==> src/design/tzo_pkg.sv <==
// Shared types and constants of the texel z-buffer occlusion block.
// Used by every module of the block; depends on nothing else.
package tzo_pkg;

    localparam int MAP_ENTRIES = 2097152;
    localparam int DEPTH_BITS  = 20;

    // Fixed field widths.
    localparam int Z_W    = 20;
    localparam int UV_W   = 17;
    localparam int DIM_W  = 13;
    localparam int CELL_W = 12;
    localparam int PROD_W = CELL_W + DIM_W;
    localparam int FULL_W = PROD_W + 1;

    // Depth bits that are kept from a pixel.
    localparam int DEPTH_W = (DEPTH_BITS < Z_W) ? DEPTH_BITS : Z_W;

    localparam int IDX_W   = (MAP_ENTRIES > 1) ? $clog2(MAP_ENTRIES) : 1;

    // Valid bits are kept in rows of 64 so that a clear sweeps one row a cycle.
    localparam int VBIT_W   = 6;
    localparam int VROW_N   = 1 << VBIT_W;
    localparam int VROWS    = (MAP_ENTRIES + VROW_N - 1) / VROW_N;
    localparam int VROW_AW  = (VROWS > 1) ? $clog2(VROWS) : 1;

    localparam int QDEPTH = 4;
    localparam int QA_W   = $clog2(QDEPTH);
    localparam int QC_W   = QA_W + 1;

    localparam logic [1:0] OP_RECORD = 2'd0;
    localparam logic [1:0] OP_CHECK  = 2'd1;
    localparam logic [1:0] OP_CLEAR  = 2'd2;

    localparam logic [1:0] CFG_MAP_WIDTH    = 2'd0;
    localparam logic [1:0] CFG_MAP_HEIGHT   = 2'd1;
    localparam logic [1:0] CFG_DEPTH_MARGIN = 2'd2;
    localparam logic [1:0] CFG_MIN_DEPTH    = 2'd3;

    typedef struct packed {
        logic [DIM_W-1:0] map_width;
        logic [DIM_W-1:0] map_height;
        logic [Z_W-1:0]   depth_margin;
        logic [Z_W-1:0]   min_depth;
    } t_cfg;

    typedef struct packed {
        logic [1:0]       op;
        logic             ok;
        logic [IDX_W-1:0] idx;
        logic [Z_W-1:0]   z;
    } t_item;

    typedef enum logic [1:0] {
        BK_INIT,
        BK_IDLE,
        BK_EVAL,
        BK_CLEAR
    } t_back_state;

endpackage

==> src/design/tzo_front.sv <==
// Front part: registers each request, checks pixel validity and forms the texel index.
// Two register stages, the second after the row multiply. Depends on tzo_pkg.
module tzo_front (
    input  logic                      i_clk,
    input  logic                      i_rst_n,
    input  tzo_pkg::t_cfg             i_cfg,
    input  logic                      i_accept,
    input  logic [1:0]                i_operation,
    input  logic [tzo_pkg::Z_W-1:0]   i_depth_z,
    input  logic signed [tzo_pkg::UV_W-1:0] i_tex_u,
    input  logic signed [tzo_pkg::UV_W-1:0] i_tex_v,
    output logic [1:0]                o_inflight,
    output logic                      o_push,
    output tzo_pkg::t_item            o_item
);
    import tzo_pkg::*;

    logic              r_a_vld;
    logic [1:0]        r_a_op;
    logic [Z_W-1:0]    r_a_z;
    logic [UV_W-1:0]   r_a_u;
    logic [UV_W-1:0]   r_a_v;

    logic              r_b_vld;
    logic [1:0]        r_b_op;
    logic [Z_W-1:0]    r_b_z;
    logic              r_b_ok;
    logic [PROD_W-1:0] r_b_prod;
    logic [CELL_W-1:0] r_b_col;

    logic [Z_W-1:0]    z_m;
    logic              a_ok;
    logic [PROD_W-1:0] a_prod;
    logic [FULL_W-1:0] b_full;

    always_ff @(posedge i_clk) begin
        if (!i_rst_n) begin
            r_a_vld <= 1'b0;
            r_b_vld <= 1'b0;
        end else begin
            r_a_vld <= i_accept;
            r_b_vld <= r_a_vld;
        end
        if (i_accept) begin
            r_a_op <= i_operation;
            r_a_z  <= i_depth_z;
            r_a_u  <= i_tex_u;
            r_a_v  <= i_tex_v;
        end
        r_b_op   <= r_a_op;
        r_b_z    <= z_m;
        r_b_ok   <= a_ok;
        r_b_prod <= a_prod;
        r_b_col  <= r_a_u[CELL_W+3:4];
    end

    always_comb begin
        z_m    = Z_W'(r_a_z[DEPTH_W-1:0]);
        // Coordinates carry four fraction bits, so the map bound is the size times 16.
        a_ok   = (z_m > i_cfg.min_depth)
                 && !r_a_u[UV_W-1] && !r_a_v[UV_W-1]
                 && (r_a_u != '0) && (r_a_v != '0)
                 && (r_a_u < {i_cfg.map_width, 4'b0000})
                 && (r_a_v < {i_cfg.map_height, 4'b0000});
        a_prod = PROD_W'(r_a_v[CELL_W+3:4]) * PROD_W'(i_cfg.map_width);
        b_full = FULL_W'(r_b_prod) + FULL_W'(r_b_col);
    end

    assign o_push     = r_b_vld;
    assign o_item.op  = r_b_op;
    assign o_item.ok  = r_b_ok && (b_full < FULL_W'(MAP_ENTRIES));
    assign o_item.idx = b_full[IDX_W-1:0];
    assign o_item.z   = r_b_z;
    assign o_inflight = 2'(r_a_vld) + 2'(r_b_vld);

endmodule

==> config.mk <==
export PLATFORM = sky130hd
export DESIGN_NAME = tzo_front
export DESIGN_NICKNAME = d
export VERILOG_FILES = /design/src/design/tzo_pkg.sv /design/src/design/tzo_front.sv
export SDC_FILE = /design/constraint.sdc
export NUM_CORES = 1
export LEC_CHECK = 0
export ABC_AREA = 1
export BUFFER_PORTS_ARGS = -buffer_cell sky130_fd_sc_hd__clkbuf_2
export CAP_MARGIN = 20
export CORE_MARGIN = 1
export CORE_UTILIZATION = 45
export DETAILED_ROUTE_END_ITERATION = 10
export PLACE_DENSITY = 0.77
export SLEW_MARGIN = 20
export SYNTH_ARGS = -nofsm -noshare
export SYNTH_HDL_FRONTEND = slang
export SYNTH_SLANG_ARGS = --single-unit
==> constraint.sdc <==
create_clock -name i_clk -period 6.73 [get_ports i_clk]
set_input_delay 1.346 -clock i_clk [delete_from_list [all_inputs] [get_ports i_clk]]
set_output_delay 1.346 -clock i_clk [all_outputs]
set_load 0.01 [all_outputs]
==> flow_summary.yaml <==
worst_setup_path:
  crit_path_end_kind: "register"
  worstPathRequired_ps: 7060
  critPathArrivalTime_ps: 5930
  worst-path-max-fanout: 13
  reg2reg_depth: 20
  r2r_start: "r_a_v[12]"
  worst-setup-path-type: "input pin to register"
  critPathLaunchType: "input pin"
  ff2ff_setup_slack_ps: 1550
  rr_endpoint: "r_b_prod[22]"
global_routing:
  globalRoute.totalOverflow: 0
  antenna_found_initial: 0
  gr-usage-met3_pct: 3.900
  gr-usage-met1_pct: 26.80
  use_met2_pct: 35.70
  grt_max_degree: 58
  grt_pass1_vias: 8670
  grt_pass1_wl_mm: 40.30
  grt_usage_pct: 21.15
  gr-max-usage-layer: "met2"
layout:
  antenna_cells: 0
  fin_nets: 1768
  utilization_pct: 53.82
  drive_above_1_share_pct: 14.46
  fill_cells: 2083
  area_delta_synth_final_pct: 15.98
placed_design:
  io_buffers: 151
  place.gp.congestion: 0.9102
  dpl.hpwl_mm: 19.79
floorplan:
  std_cell_rows: 55
  die-width_um: 155.5
  die-area_um2: 24180
  initial_core_util_pct: 46.40
  io_pins: 172
  fp.dieH_um: 155.5
  core_area_um2: 22850
sta:
  rsz0062_at_grt: "false"
  skew_ps: 9.087
  final.setup.tns_ps: 0
  fmaxAchievable_ghz: 0.1783
  fin_crit_sh_pct: 83.35
  finalHoldViolCount: 0
  whs_ps: 343.0
  finalCriticalPeriod_ps: 5610
  slew_violations: 0
  setup_viol: 0
  worst_slew_pin_slew_ps: 731.0
  slew-limit-headroom_pct: 51.27
status:
  status: "finished clean"
pwr:
  finalPower_w: 0.005599
  peakVddDrop_uv: 305.5
  powerDensity_nw_per_um2: 455.4
  leakage_nw: 6.893
clocking:
  numCtsBuffers: 17
  clock-sinks: 118
  ctsHtreeMaxLevel: 4
  cts_buffer_depth: 2
  clockRootBuffer: "clkbuf_16"
  cts_setup_buffers: 0
  tritoncts: "done"
  postCtsHoldBufs: 0
  insertion_delay_ps: 420
  ctsResizeCount: 0
  clk_pin_slew_ps: 50
detailed_routing:
  route.detailed.drc: 0
  detail-route-antenna-nets: 0
  avgViaCountPerCell: 4.846
  finalWirelength_mm: 24.15
  first_iter_violations: 497
  wl_per_cell_um: 13.89
  first_pass_iters: 5
  num_vias: 8422
job:
  maxCapViolCount: 0
synth:
  synth_seq_cells: 118
  synth_cell_types: 38
  syn_nets: 1622
  ys_seq_area_share_pct: 27.57
  yosysWarnings: 0
  avgSynthCellArea_um2: 8.374
  syn-instance-count: 1266
  netlist_area_um2: 10600
min_path:
  min_path_cells: 0
  holdCritStartpoint: "r_a_op[1]"
  min_path_type: "register to register"
  whs_endpoint: "r_b_op[1]"
[cell usage in the layout (no fill, tap or decap), types with 33 or more instances in the layout]
| cell | instances |
|---|---|
| nand2_1 | 318 |
| inv_1 | 312 |
| clkbuf_2 | 151 |
| ha_1 | 120 |
| fa_1 | 111 |
| nor2_1 | 68 |
| dfxtp_1 | 62 |
| edfxtp_1 | 56 |
| a21oi_1 | 42 |
| nand3_1 | 33 |
[registers in the layout (all words and copies together) (netlist names)]
signal    flops
r_a_u        17
r_b_col      12
o_push        1
r_b_ok        1
r_b_op        2
r_b_z        20
r_b_prod     25
r_a_vld       1
r_a_v        17
r_a_op        2
r_a_z        20
[cells in the mapped netlist (all sizes together)]
| cell type | number | area, um^2 |
|---|---|---|
| nand3b | 4 | 30.03 |
| and2 | 2 | 13.77 |
| nand2 | 324 | 1231 |
| a21boi | 1 | 11.26 |
| or2 | 4 | 25.03 |
| o21ai | 20 | 126.4 |
| o21a | 3 | 22.52 |
| a21oi | 43 | 219.0 |
| fa | 111 | 2222 |
| clkbuf | 25 | 93.84 |
| edfxtp | 56 | 1682 |
| inv | 312 | 1171 |
| ha | 120 | 1501 |
| a21o | 2 | 15.01 |
| dfxtp | 62 | 1241 |
| xnor2 | 12 | 105.1 |
| nand3 | 34 | 175.2 |
| nor2 | 73 | 291.5 |
| nor3 | 8 | 50.05 |
| a31oi | 3 | 18.77 |
| xor2 | 20 | 175.2 |
| and3 | 1 | 6.260 |
| nor4 | 4 | 25.02 |
| a211oi | 2 | 15.01 |
| o21bai | 4 | 33.78 |
| nand4 | 16 | 100.1 |
[kinds of logic after synthesis]
kind of cell,after synthesis,synth area share (%)
compound gates,78,4.355
xor+xnor,32,2.644
fa+ha+maj,231,35.12
buf+inv,337,11.93
flops,118,27.57
simple gates,470,18.38
[stage by stage]
| step | cells | worst slack [ps] | area [um^2] |
|---|---|---|---|
| floorplan | 1266 | 1081 | 10600 |
| global placement | 1706 | 769.0 | 11660 |
| detailed placement | 1706 | 751.1 | 11660 |
| CTS | 1738 | 1163 | 12300 |
| global route | 1738 | 802.4 | 12300 |
| finish | 1738 | 1120 | 12300 |
[metal layers]
layer / wire length, um / share of wire (%)
met1: 10560 / 44
met2: 11610 / 48
met3: 1418 / 5.9
met4: 553 / 2.3
met5: 0 / 0
[report_power, final]
part,leakage [nW],switching (W),internal [W]
registers,1.07,0.000107,0.000915
logic,5.52,0.00226,0.00136
clock network,0.301,0.000322,0.000640
total,6.89,0.00269,0.00291
[worst max-delay path by stage]
stage | startpoint | to | slack, ps
after CTS | i_cfg[56] | r_b_prod[22] | 1160
after detailed placement | i_cfg[53] | r_b_prod[22] | 750
after floorplan | i_cfg[53] | r_b_prod[22] | 1080
after global placement | i_cfg[56] | r_b_prod[22] | 770
after global routing | i_cfg[56] | r_b_prod[22] | 800
final | i_cfg[55] | r_b_prod[24] | 1120
[critical path: stages]
cell,delay (ps)
clkbuf_2,230
nand2_1,130
inv_1,60
fa_1,520
fa_1,540
fa_1,520
fa_1,540
inv_1,60
fa_1,550
inv_1,50
ha_1,360
nand2_1,140
nor4_1,440
nand3_1,130
nand3_1,110
xor2_1,200
[cell type report]
type	count	area, um^2	share of cell area, %
Multi-Input combinational cell	811	6414	52.16
Sequential cell	118	2923	23.77
Inverter	312	1171	9.525
Timing Repair Buffer	152	763.2	6.207
Clock buffer	20	457.9	3.724
Tap cell	313	391.6	3.185
Clock inverter	12	175.2	1.425
Note: power is estimated with default switching activity, not from simulation.
