--- src/design/tzo_pkg.sv ---
// Shared types and constants of the texel z-buffer occlusion block.
// Used by every module of the block; depends on nothing else.
package tzo_pkg;

    localparam int MAP_ENTRIES = 2097152;
    localparam int DEPTH_BITS  = 20;

    // Fixed field widths.
    localparam int Z_W    = 20;
    localparam int UV_W   = 17;
    localparam int DIM_W  = 13;
    localparam int CELL_W = 12;
    localparam int PROD_W = CELL_W + DIM_W;
    localparam int FULL_W = PROD_W + 1;

    // Depth bits that are kept from a pixel.
    localparam int DEPTH_W = (DEPTH_BITS < Z_W) ? DEPTH_BITS : Z_W;

    localparam int IDX_W   = (MAP_ENTRIES > 1) ? $clog2(MAP_ENTRIES) : 1;

    // Valid bits are kept in rows of 64 so that a clear sweeps one row a cycle.
    localparam int VBIT_W   = 6;
    localparam int VROW_N   = 1 << VBIT_W;
    localparam int VROWS    = (MAP_ENTRIES + VROW_N - 1) / VROW_N;
    localparam int VROW_AW  = (VROWS > 1) ? $clog2(VROWS) : 1;

    localparam int QDEPTH = 4;
    localparam int QA_W   = $clog2(QDEPTH);
    localparam int QC_W   = QA_W + 1;

    localparam logic [1:0] OP_RECORD = 2'd0;
    localparam logic [1:0] OP_CHECK  = 2'd1;
    localparam logic [1:0] OP_CLEAR  = 2'd2;

    localparam logic [1:0] CFG_MAP_WIDTH    = 2'd0;
    localparam logic [1:0] CFG_MAP_HEIGHT   = 2'd1;
    localparam logic [1:0] CFG_DEPTH_MARGIN = 2'd2;
    localparam logic [1:0] CFG_MIN_DEPTH    = 2'd3;

    typedef struct packed {
        logic [DIM_W-1:0] map_width;
        logic [DIM_W-1:0] map_height;
        logic [Z_W-1:0]   depth_margin;
        logic [Z_W-1:0]   min_depth;
    } t_cfg;

    typedef struct packed {
        logic [1:0]       op;
        logic             ok;
        logic [IDX_W-1:0] idx;
        logic [Z_W-1:0]   z;
    } t_item;

    typedef enum logic [1:0] {
        BK_INIT,
        BK_IDLE,
        BK_EVAL,
        BK_CLEAR
    } t_back_state;

endpackage

--- src/design/tzo_queue.sv ---
// Short request queue between the front and the back part.
// Register based, fixed depth from tzo_pkg.
module tzo_queue (
    input  logic                     i_clk,
    input  logic                     i_rst_n,
    input  logic                     i_push,
    input  tzo_pkg::t_item           i_item,
    input  logic                     i_pop,
    output tzo_pkg::t_item           o_head,
    output logic                     o_empty,
    output logic [tzo_pkg::QC_W-1:0] o_count
);
    import tzo_pkg::*;

    t_item            r_mem [QDEPTH];
    logic [QA_W-1:0]  r_wp;
    logic [QA_W-1:0]  r_rp;
    logic [QC_W-1:0]  r_cnt;

    always_ff @(posedge i_clk) begin
        if (!i_rst_n) begin
            r_wp  <= '0;
            r_rp  <= '0;
            r_cnt <= '0;
        end else begin
            if (i_push) begin
                r_wp <= r_wp + 1'b1;
            end
            if (i_pop) begin
                r_rp <= r_rp + 1'b1;
            end
            r_cnt <= r_cnt + QC_W'(i_push) - QC_W'(i_pop);
        end
        if (i_push) begin
            r_mem[r_wp] <= i_item;
        end
    end

    assign o_head  = r_mem[r_rp];
    assign o_empty = (r_cnt == '0);
    assign o_count = r_cnt;

endmodule

--- config.mk ---
export PLATFORM = sky130hd
export DESIGN_NAME = tzo_queue
export DESIGN_NICKNAME = d
export VERILOG_FILES = /design/src/design/tzo_pkg.sv /design/src/design/tzo_queue.sv
export SDC_FILE = /design/constraint.sdc
export NUM_CORES = 1
export LEC_CHECK = 0
export BUFFER_PORTS_ARGS = -buffer_cell sky130_fd_sc_hd__clkbuf_2
export CAP_MARGIN = 20
export CORE_AREA = 4 4 129 131
export CTS_BUF_LIST = sky130_fd_sc_hd__clkbuf_4 sky130_fd_sc_hd__clkbuf_8 sky130_fd_sc_hd__clkbuf_16
export DETAILED_ROUTE_END_ITERATION = 8
export DIE_AREA = 0 0 133 135
export PLACE_DENSITY_LB_ADDON = 0.25
export SKIP_LAST_GASP = 1
export SLEW_MARGIN = 30
export SYNTH_ARGS = -nofsm -noshare
export SYNTH_HDL_FRONTEND = slang
export SYNTH_SLANG_ARGS = --single-unit
--- constraint.sdc ---
create_clock -name i_clk -period 2.45 [get_ports i_clk]
set_input_delay 0.3675 -clock i_clk [delete_from_list [all_inputs] [get_ports i_clk]]
set_output_delay 0.3675 -clock i_clk [all_outputs]
set_load 0.01 [all_outputs]
==> impl_metrics.yaml, run 1 <==
logic_synthesis:
  yosysTopAreaCellShare_pct: 77.2
  synth_area_per_cell_um2: 25.2
  ys_seq_elements: 185
  synth_area_um2: 6840
  ys_types: 20
  synthTopCellsByArea: "edfxtp_1, mux4_2, dfxtp_1"
  syn_nets: 327
  ys_warn_count: 0
  seq_area_frac_synth_pct: 79.9
  yosysTopAreaCell: "edfxtp_1"
  syn-instance-count: 272
cts:
  clock_latency_ns: 0.42
  post_cts.repair.setup_buffers: 0
  clockBufferDepth: 2
  cts.sinks: 185
  clkSlewWorstSetupHoldPaths_ns: 0.06
  cts_tree: "built"
  post_cts_resized: 0
  cts_root_buffer: "clkbuf_16"
  hold_buffers: 0
  cts_max_level: 4
  cts_inserted_buffers: 17
pwr:
  powerDensity_nw_per_um2: 867
  ir_worst_vdd_uv: 483
  power.leakage_nw: 2.86
cells_and_area:
  drive_gt1_share_pct: 45.6
  finalInstanceArea_um2: 8260
  syn2layout_area_growth_pct: 20.7
  layout_commonest_cell: "edfxtp_1"
  fin_nets: 441
  layout_common_cells: "edfxtp_1, clkbuf_2, mux4_2"
critical_path:
  worstSetupPathType: "reg -> out"
  crit_chain: "buf_12 > mux4_2 > clkbuf_2"
  r2r_slack_ns: 0.80
  path_delay_family: "flip-flops"
  max_stage_delay_ns: 0.62
  crit_slowest_cell: "dfxtp_4"
  crit_path_end_kind: "output port"
  crit_required_ns: 2.08
  arrival_ns: 1.94
  worstSetupStartpointType: "flip-flop"
  path_max_fanout: 19
  crit_buf_inv: 2
sta:
  finalHoldViolations: 0
  min_period_ns: 2.30
  fmax_ghz: 0.434
  period_share_pct: 94.0
  final_max_slew_viol_count: 0
  rsz0062_at_grt: "false"
  relSlewSlack_pct: 70.5
  tightest_slew_ns: 0.442
  final.setup.tns_ns: 0
  fin_worst_skew_ns: 0.00682
  finalSetupViolCount: 0
detailed_routing:
  drt_iter0_drc: 178
  detail-route-antenna-nets: 0
  viasPerCell: 4.95
  wl_per_cell_um: 19.4
  drt_wl_total_um: 11900
  drtPass1Iterations: 4
  vias: 3049
  route.detailed.drc: 0
global_route:
  antenna_found_initial: 1
  grt_max_degree: 32
  grt_usage_pct: 14.2
  gr-total-overflow: 0
  grt_pass1_vias: 3360
  grt_pass1_wl_um: 18800
die:
  die_w_um: 133
  core-area_um2: 15600
  initial_utilization_pct: 43.9
  row_count: 46
  ioPinCount: 96
  die_h_um: 135
  die_area_um2: 18000
place:
  gp_congestion: 0.688
  placed_cell_area_um2: 7660
  place_hpwl_um: 7490
  portBuffers: 95
run:
  drv_cap: 0
run_status:
  status: "finished, final reports clean"
hold_path:
  hp-class: "in -> reg"
stage by stage:
| step | utilization (%) | hold slack (ns) | std cells | power, W | setup WS (ns) |
|---|---|---|---|---|---|
| 2_1_floorplan | - | 0.466 | 272 | 0.00419 | 0.444 |
| 3_3_place_gp | 49.1 | 0.508 | 583 | 0.00449 | 0.540 |
| 3_5_place_dp | 49.1 | 0.534 | 583 | 0.00450 | 0.549 |
| 4_1_cts | 53.0 | 0.140 | 615 | 0.00726 | 0.0763 |
| 5_1_grt | 53.0 | 0.142 | 615 | 0.00746 | 0.0182 |
| 6_report | 53.0 | 0.165 | 616 | 0.00716 | 0.147 |
area by class of cell:
class	instances	area (um2)
Sequential cell	185	5470
Multi-Input combinational cell	70	1240
Tap cell	216	270
Clock inverter	14	169
Timing Repair Buffer	105	651
Inverter	7	26.3
Antenna cell	1	2.50
Fill cell	1219	7330
Clock buffer	18	433
cells in the mapped netlist:
| cell type | count |
|---|---|
| buf_12 | 4 |
| mux4_1 | 4 |
| edfxtp_1 | 176 |
| xor3_1 | 1 |
| inv_1 | 7 |
| a21bo_2 | 1 |
| nor2_1 | 5 |
| xnor2_1 | 2 |
| ha_1 | 6 |
| a21oi_1 | 1 |
| dfxtp_1 | 9 |
| mux2i_1 | 1 |
| buf_2 | 4 |
| buf_6 | 1 |
| nand3b_1 | 1 |
| clkbuf_2 | 1 |
| and2_1 | 6 |
| fa_1 | 1 |
| nor3_1 | 1 |
| mux4_2 | 40 |
cells by family (layout without fill, tap and decap cells):
group                    count (synthesis)  after routing  share of synthesized area [%]
multiplexers                            45             45                           14.8
flip-flops                             185            185                           79.9
other                                    0              1                              0
adder cells (fa/ha/maj)                  7              7                           1.39
buffers and inverters                   17            144                           2.08
XOR/XNOR                                 3              3                          0.603
AO/OA/AOI/OAI                            2              2                          0.219
AND/OR/NAND/NOR                         13             13                           1.01
layer usage:
metal  vias up  GRT usage, %  share of wire (%)
li1       1375             -                  -
met1      1582          19.1                 46
met2        78          22.0                 48
met3        12          5.18                5.7
met4         2          4.68               0.78
met5         -             0              0.092
registers in the layout, summed over array words and instances (netlist names), named ones only:
register,count
o_count,3
r_wp,2
r_mem,176
r_rp,2
where the power goes:
part           internal, W  total [W]  switching [W]
registers          0.00363    0.00370      0.0000713
logic             0.000358   0.000707       0.000349
clock network      0.00163    0.00275        0.00113
worst paths after layout:
| kind | from | endpoint | depth (start not counted) |
|---|---|---|---|
| worst max-delay path | flip-flop | o_head[3] | 3 |
| worst min-delay path | i_item[20] | r_mem[2][20]$_DFFE_PP_ | 1 |
| worst max register to register | r_wp[0]$_SDFFE_PN0P_ | r_mem[0][28]$_DFFE_PP_ | 4 |
| worst min register to register | r_rp[0]$_SDFFE_PN0P_ | flip-flop | 2 |
Power figures use the tool's default switching activity.
==> run 2, diff against run 1 <==
CORE_AREA = 3 3 98 170   (was 4 4 129 131)
DIE_AREA = 0 0 101 173   (was 0 0 133 135)
PLACE_DENSITY_LB_ADDON = default   (was 0.25)
==> run 2 against run 1 <==
Compared with the run above:
- first-iteration DRC count fell by 0.56%
- largest power group unchanged
- register-to-register slack got worse by 0.02 ns
- total power fell by 0.72%
- via count rose by 0.49%
- cell area barely moved
- highest routed layer is now met4
- cell count fell by 4.1%
- die area fell by 2.7%
- clock power fell by 2%
- wire length fell by 1.1%
- hold slack improved by 0.0013 ns
- worst setup slack improved by 0.14 ns
- sequential share of layout area rose by 0.060 points
==> impl_metrics.yaml, run 2 (same netlist as run 1, synthesis figures left out) <==
critical_path:
  arrival_ns: 1.79
  reg2reg_depth: 4
  worstSetupPathType: "reg -> out"
  worstSetupStartpointType: "flip-flop"
  crit_required_ns: 2.08
  crit_path_end_kind: "output port"
  path_max_fanout: 13
detailed_routing:
  drt_iter0_drc: 177
  viasPerCell: 5.18
  wl_per_cell_um: 20.0
  vias: 3064
  drt_wl_total_um: 11800
  route.detailed.drc: 0
  detail-route-antenna-nets: 0
  drtPass1Iterations: 4
cells_and_area:
  syn2layout_area_growth_pct: 20.6
  fillCellCount: 1231
  finish.utilization_pct: 53.4
  multi_input_area_um2: 1240
  largest_register_ffs: 176
  diodes: 0
  fin_nets: 447
  largest-register: "r_mem"
  layout_commonest_cell: "edfxtp_1"
  seq_area_um2: 5470
  drive_gt1_share_pct: 46.7
  layout_common_cells: "edfxtp_1, clkbuf_2, mux4_2"
run_status:
  status: "finished, final reports clean"
sta:
  final_max_slew_viol_count: 0
  finalSetupViolCount: 0
  finalHoldViolations: 0
  fmax_ghz: 0.463
  fin_ws_ns: 0.290
  final.setup.tns_ns: 0
  tightest_slew_ns: 0.510
  relSlewSlack_pct: 66.0
  fin_worst_skew_ns: 0.00776
  period_share_pct: 88.2
  rsz0062_at_grt: "false"
  min_period_ns: 2.16
place:
  gp_congestion: 0.702
  place_hpwl_um: 7200
  pre_cts_slack_ns: 0.522
  portBuffers: 95
pwr:
  p_total_w: 0.00711
  ir_worst_vdd_uv: 558
  power.leakage_nw: 2.87
  powerDensity_nw_per_um2: 861
global_route:
  grt_usage_pct: 14.5
  antenna_found_initial: 0
  grt_max_degree: 45
  gr-total-overflow: 0
  grt_pass1_wl_um: 18600
  grt_pass1_vias: 3282
cts:
  cts_inserted_buffers: 17
  post_cts_resized: 0
  cts_max_level: 4
  clock_latency_ns: 0.41
  cts.sinks: 185
  cts_tree: "built"
  cts_root_buffer: "clkbuf_16"
  clockBufferDepth: 2
  clkSlewWorstSetupHoldPaths_ns: 0.07
die:
  ioPinCount: 96
  initial_utilization_pct: 44.3
  core-area_um2: 15500
  die_h_um: 173
  die_area_um2: 17500
  die_w_um: 101
  row_count: 60
hold_path:
  min_path_cells: 1
  hp-class: "in -> reg"
run:
  drv_cap: 0
## run 2: changes by cell type in the layout (fill, tap and decap cells not counted), sizes merged
cell	before	now
buf	10	16
clkinv	6	4
clkinvlp	0	2
inv	12	14
bufinv	3	2
clkbuf	113	112
diode	1	0
## run 2: worst max-delay path, stage by stage (launching register included)
cell	delay [ns]
dfxtp_4	0.48
buf_4	0.21
mux4_1	0.54
clkbuf_2	0.14
## run 2: layout make-up
cell class	count	area share, %
clock buffer	17	5.15
multi-input combinational	70	15.0
tap	186	2.82
inverter	7	0.318
timing repair buffer	111	8.43
clock inverter	15	1.99
sequential	185	66.3
## run 2: report_power, final
part	leakage [nW]	internal (W)	switching, W
registers	1.69	0.00363	0.0000571
logic	0.896	0.000370	0.000366
clock network	0.286	0.00153	0.00116
## run 2: worst paths after layout
kind,slack [ns],endpoint,start
max,0.29,o_head[43],flip-flop
min,0.17,r_mem[1][26]$_DFFE_PP_,i_item[26]
max reg2reg,0.78,r_mem[2][17]$_DFFE_PP_,r_wp[0]$_SDFFE_PN0P_
min reg2reg,0.56,flip-flop,r_rp[0]$_SDFFE_PN0P_
## run 2: stage by stage
stage	cells	hold slack [ns]	instance area (um2)
2_1_floorplan	272	0.466	6840
3_3_place_gp	551	0.509	7590
3_5_place_dp	551	0.536	7590
4_1_cts	583	0.141	8180
5_1_grt	591	0.146	8260
6_report	591	0.166	8260
## run 2: metal layers
| layer | track usage, % | up-vias | routed length (um) |
|---|---|---|---|
| li1 | - | 1390 | - |
| met1 | 17.3 | 1597 | 4590 |
| met2 | 24.4 | 70 | 6490 |
| met3 | 4.76 | 7 | 571 |
| met4 | 5.32 | 0 | 144 |
| met5 | 0 | - | 0 |
## run 2: repair_timing
item,CTS,global route
buffers inserted,0,8
endpoints found under the hold margin,0,0
endpoints found under the setup margin,0,1
hold buffers,0,0
